`src/rtl/lru_pkg.sv`:
```
package lru_pkg;

	localparam int LINK_W = 8;
	localparam int EIU_W = 7;

	localparam logic [1:0] CMD_ACCESS = 2'd0;
	localparam logic [1:0] CMD_CLOSE = 2'd1;
	localparam logic [1:0] CMD_READ = 2'd2;

	typedef enum logic [1:0] {
		STATUS_DONE  = 2'd0,
		STATUS_SKIP  = 2'd1,
		STATUS_RANGE = 2'd2
	} lru_status_t;

	typedef enum logic [2:0] {
		S_IDLE,
		S_LINK_FIX,
		S_LINK_HEAD,
		S_READ,
		S_RESP
	} lru_state_t;

	// Commands from the sequencer to the datapath.
	typedef struct packed {
		logic issue;
		logic link_fix;
		logic link_head;
		logic read;
		logic load_out;
	} lru_cmd_t;

	// Status from the datapath to the sequencer.
	typedef struct packed {
		logic move;
		logic out_free;
	} lru_stat_t;

	// A link names a list member when it is non-negative and below the entry count.
	function automatic logic in_list(input logic [LINK_W-1:0] v, input logic [EIU_W-1:0] eiu);
		return !v[LINK_W-1] && (v[EIU_W-1:0] < eiu);
	endfunction

endpackage

```
`src/rtl/lru_ctrl.sv`:
```
module lru_ctrl (
	input  logic              clk,
	input  logic              arst_n,
	input  logic              item_valid,
	input  lru_pkg::lru_stat_t stat,
	output logic              item_ready,
	output lru_pkg::lru_cmd_t  cmd
);

	lru_pkg::lru_state_t state_q;
	lru_pkg::lru_state_t state_d;

	always_ff @(posedge clk or negedge arst_n) begin
		if (!arst_n) begin
			state_q <= lru_pkg::S_IDLE;
		end else begin
			state_q <= state_d;
		end
	end

	always_comb begin
		state_d = state_q;
		case (state_q)
			lru_pkg::S_IDLE: begin
				if (item_valid) begin
					state_d = stat.move ? lru_pkg::S_LINK_FIX : lru_pkg::S_READ;
				end
			end
			lru_pkg::S_LINK_FIX:  state_d = lru_pkg::S_LINK_HEAD;
			lru_pkg::S_LINK_HEAD: state_d = lru_pkg::S_RESP;
			lru_pkg::S_READ:      state_d = lru_pkg::S_RESP;
			lru_pkg::S_RESP: begin
				if (stat.out_free) begin
					state_d = lru_pkg::S_IDLE;
				end
			end
			default: state_d = lru_pkg::S_IDLE;
		endcase
	end

	always_comb begin
		item_ready = 1'b0;
		cmd        = '0;
		case (state_q)
			lru_pkg::S_IDLE: begin
				item_ready = 1'b1;
				cmd.issue  = item_valid;
			end
			lru_pkg::S_LINK_FIX: begin
				cmd.link_fix = 1'b1;
			end
			lru_pkg::S_LINK_HEAD: begin
				cmd.link_head = 1'b1;
				cmd.read      = 1'b1;
			end
			lru_pkg::S_READ: begin
				cmd.read = 1'b1;
			end
			lru_pkg::S_RESP: begin
				cmd.load_out = stat.out_free;
			end
			default: begin
				item_ready = 1'b0;
			end
		endcase
	end

endmodule

```
`config.mk`:
```
export PLATFORM = sky130hd
export DESIGN_NAME = lru_ctrl
export DESIGN_NICKNAME = d
export VERILOG_FILES = /design/src/rtl/lru_pkg.sv /design/src/rtl/lru_ctrl.sv
export SDC_FILE = /design/constraint.sdc
export NUM_CORES = 1
export LEC_CHECK = 0
export ABC_AREA = 0
export BUFFER_PORTS_ARGS = -buffer_cell sky130_fd_sc_hd__buf_4
export CORE_AREA = 2 2 39 41
export DETAILED_ROUTE_END_ITERATION = 8
export DIE_AREA = 0 0 41 43
export MAX_ROUTING_LAYER = met4
export PLACE_DENSITY = 0.34
export SKIP_LAST_GASP = 1
export SYNTH_ARGS = -nofsm -noshare
export SYNTH_HDL_FRONTEND = slang
export SYNTH_SLANG_ARGS = --single-unit
```
`constraint.sdc`:
```
create_clock -name clk -period 1.1 [get_ports clk]
set_input_delay 0.22 -clock clk [delete_from_list [all_inputs] [get_ports clk]]
set_output_delay 0.22 -clock clk [all_outputs]
set_load 0.02 [all_outputs]
```
After elaboration in Yosys (flattened, before gate mapping). Index checks and enable logic that the tools add are counted.

Flip-flop bits (word level): 3. Latch bits: 0. Memory bits (writable): 0. Memory bits (read-only): 0. Bits of input ports: 5. Output and inout bits: 6. Word-level logic and storage cells: 20. Memories: 0.

Add/sub/neg operators: 0. Multiply operators: 0. Div/mod/pow operators: 0. $lt $le $gt $ge: 0. Eq/ne operators: 6. Shift-type cells: 0. Multiplexer cells: 10. Bitwise gates (word level): 0. Reduce and logical (&&, ||, !) cells: 3.

Operators with widths (count): $pmux 3 s4 (1); $eq 3x2->1 const B (2); $mux 1 (6); $mux 3 (2); $ne 2x2->1 const B (2); $eq 3x1->1 const B (1); $eq 3x3->1 const B (1); $logic_not 3->1 (1); $mux 2 (1); $reduce_and 2->1 (1); $reduce_or 2->1 (1).

Longest topological paths before layout.
Depth after elaboration: 3. Depth in mapped cells: 2. Gate-level depth less buffers: 2.

Worst setup path before layout. No wires, ideal clock.

Path type: reg-to-output. Start: reg state_q[1]. End: out cmd[4] (netlist name). Arrival time: 1.298 ns. Required time: 0.880 ns. Path slack: -0.418 ns. Cell stages (with the launch flop): 3. Path buffers: 0. Cell sequence: dfrtp_1 -> nor3_1 -> and2_1.

RTL lines: from (decl) (RTL line lru_ctrl.sv:10) `lru_pkg::lru_state_t state_q;`; from (signal assigned) (RTL line lru_ctrl.sv:15) `state_q <= lru_pkg::S_IDLE;`; from (signal assigned) (RTL line lru_ctrl.sv:17) `state_q <= state_d;`; to (decl) (RTL line lru_ctrl.sv:7) `output lru_pkg::lru_cmd_t cmd`.

==> results.toml <==
[placed_design]
pre_cts_slack_ps = -67.3
port_buffers = 10
hpwl_um = 322
place_congestion = 0.599
dp_cells = 43
dpl-instance-area_um2 = 263

[synth]
synth.cell_area_um2 = 154
synth_top_family_by_area = "simple AND/OR/NAND/NOR gates"
synth_xor_area_share_pct = 0
muxShareOfSynthArea_pct = 0
yosys_register_bits = 3
synth_warnings = 0
syn_nets = 22
synth_cells = 17
synth-simple-area-share_pct = 43.9
synth_compound_area_share_pct = 4.88
yosysUniqueCellTypes = 10
synthAdderAreaFrac_pct = 0
avgSynthCellArea_um2 = 9.05
synth_seq_area_share_pct = 48.8

[grt]
grt_max_degree = 7
antenna_found_initial = 0
globalRouteTotalUtil_pct = 6.49
grt_pass1_wl_um = 690
grt_pass1_vias = 164
gr-total-overflow = 0

[setup_path]
cp_num_buf_inv = 1
cpLargestDelayFamily = "flip-flops"
path_max_fanout = 5
cp.arrival_ps = 1170
crit_path_start_kind = "flip-flop"
cp_slowest_stage_delay_ps = 430
worst_path_max_delay_cell = "dfrtp_2"
crit_required_ps = 880
end_kind = "output pin"
path_class = "reg2out"
crit_chain = "or2b_1 > nor2_1 > buf_4"

[layout]
final_cell_area_um2 = 359
area_growth_syn_to_layout_pct = 133
reg_top3 = "state_q: 3 flops"
final_cells = 53
mostFrequentLayoutCells = "12 x buf_4, 3 x clkbuf_4, 3 x buf_6, 3 x dfrtp_2"
fin_util_pct = 25.9
largest_register_ffs = 3
regMostFlops = "state_q"
layout.nets = 43
final_common_cell = "buf_4"
diodes = 0
drive_gt1_share_pct = 67.6

[timing]
fin_crit_sh_pct = 126
slew_violations = 0
setup_slack_ps = -285
period_minus_slack_ps = 1390
timing.hold.ws_ps = 230
skew_ps = 5.59
hold_violations = 0
rsz0062_at_grt = "true"
relSlewSlack_pct = 88.4
setup_viol = 7
fmax_ghz = 0.722
worst_pin_slew_ps = 173
fin_setup_tns_ps = -1400

[routing]
num_vias = 185
vias_per_cell = 3.49
drt_iter0_drc = 6
finalWirelength_um = 439
routedWlPerCell_um = 8.28
ant_nets = 0
drc = 0
dr.pass1.iters = 2

[status]
status = "finished with violations"
violations = "negative setup slack"

[power]
leakage_nw = 0.176
finalPower_mw = 1.09
power-per-cell-area_nw_per_um2 = 3030
ir_drop_v = 0.00126

[cts]
cts_tree = "done"
cts_buffer_depth = 2
clk_latency_ps = 230
cts_made_buffers = 3
root_buffer = "clkbuf_4"
path_clk_slew_ps = 40
clock_sink_count = 3
htree_levels = 1

[floorplan]
initial_utilization_pct = 11.1
io_pins = 11
coreArea_um2 = 1380
die-area_um2 = 1760
die_w_um = 41
fp.dieH_um = 43
rows = 14

[worst_hold_path]
hold_path.class = "in2reg"

[run]
maxCapViolCount = 0
## area by class of cell
type	count	area, µm²
fillers	154	1020
repair buffers	16	134
multi-input cells	13	96.3
flip-flops and latches	3	78.8
clock buffers	4	26.3
well taps	16	20.0
inverters	1	3.75
## power by group
part / internal, mW / switching (mW) / total, mW
Combinational: 0.377 / 0.273 / 0.650
Sequential: 0.165 / 0.0803 / 0.245
Clock: 0.136 / 0.0586 / 0.195
## cells by family (layout without fill, tap and decap cells)
kind of cell,count (synthesis),after routing
flops,3,3
simple gates,12,12
buf+inv,1,21
compound gates,1,1
## worst paths after layout
kind / cells after the start / endpoint / from / slack [ps]
setup / recovery: 3 / cmd[2] / state_q[2]$_DFFE_PN0P_ / -290
hold reg to reg: 1 / state_q[1]$_DFFE_PN0P_ / state_q[0]$_DFFE_PN0P_ / 600
setup reg to reg: 3 / state_q[2]$_DFFE_PN0P_ / state_q[1]$_DFFE_PN0P_ / -70
min in group asynchronous: 2 / state_q[2]$_DFFE_PN0P_ / arst_n / 310
max in group asynchronous: 2 / state_q[0]$_DFFE_PN0P_ / arst_n / 680
hold / removal: 2 / state_q[0]$_DFFE_PN0P_ / item_valid / 230
## per-layer routing
layer  GRT usage (%)  routed length [µm]  vias to the layer above
li1                -                   -                       95
met2            6.56                 161                       13
met1            8.71                 214                       77
met5               -                   0                        -
met3            6.28                  64                        0
met4            2.00                   0                        0
## cells in the mapped netlist, drive strengths merged
| library cell | count | share of area (%) |
|---|---|---|
| nor3 | 2 | 6.5 |
| dfrtp | 3 | 49 |
| nor2 | 2 | 4.9 |
| nand2 | 2 | 4.9 |
| and2 | 3 | 12 |
| nor2b | 1 | 4.1 |
| o21a | 1 | 4.9 |
| or4b | 1 | 6.5 |
| inv | 1 | 2.4 |
| or2b | 1 | 4.9 |
## timing repair
action	in CTS	in global routing
gates cloned	0	0
endpoints found under the setup margin	6	7
gates resized for setup	8	0
hold buffers	1	0
hold endpoints to repair	3	0
pin swaps	4	3
buffers inserted	5	0
Note: power is estimated with default switching activity, not from simulation.
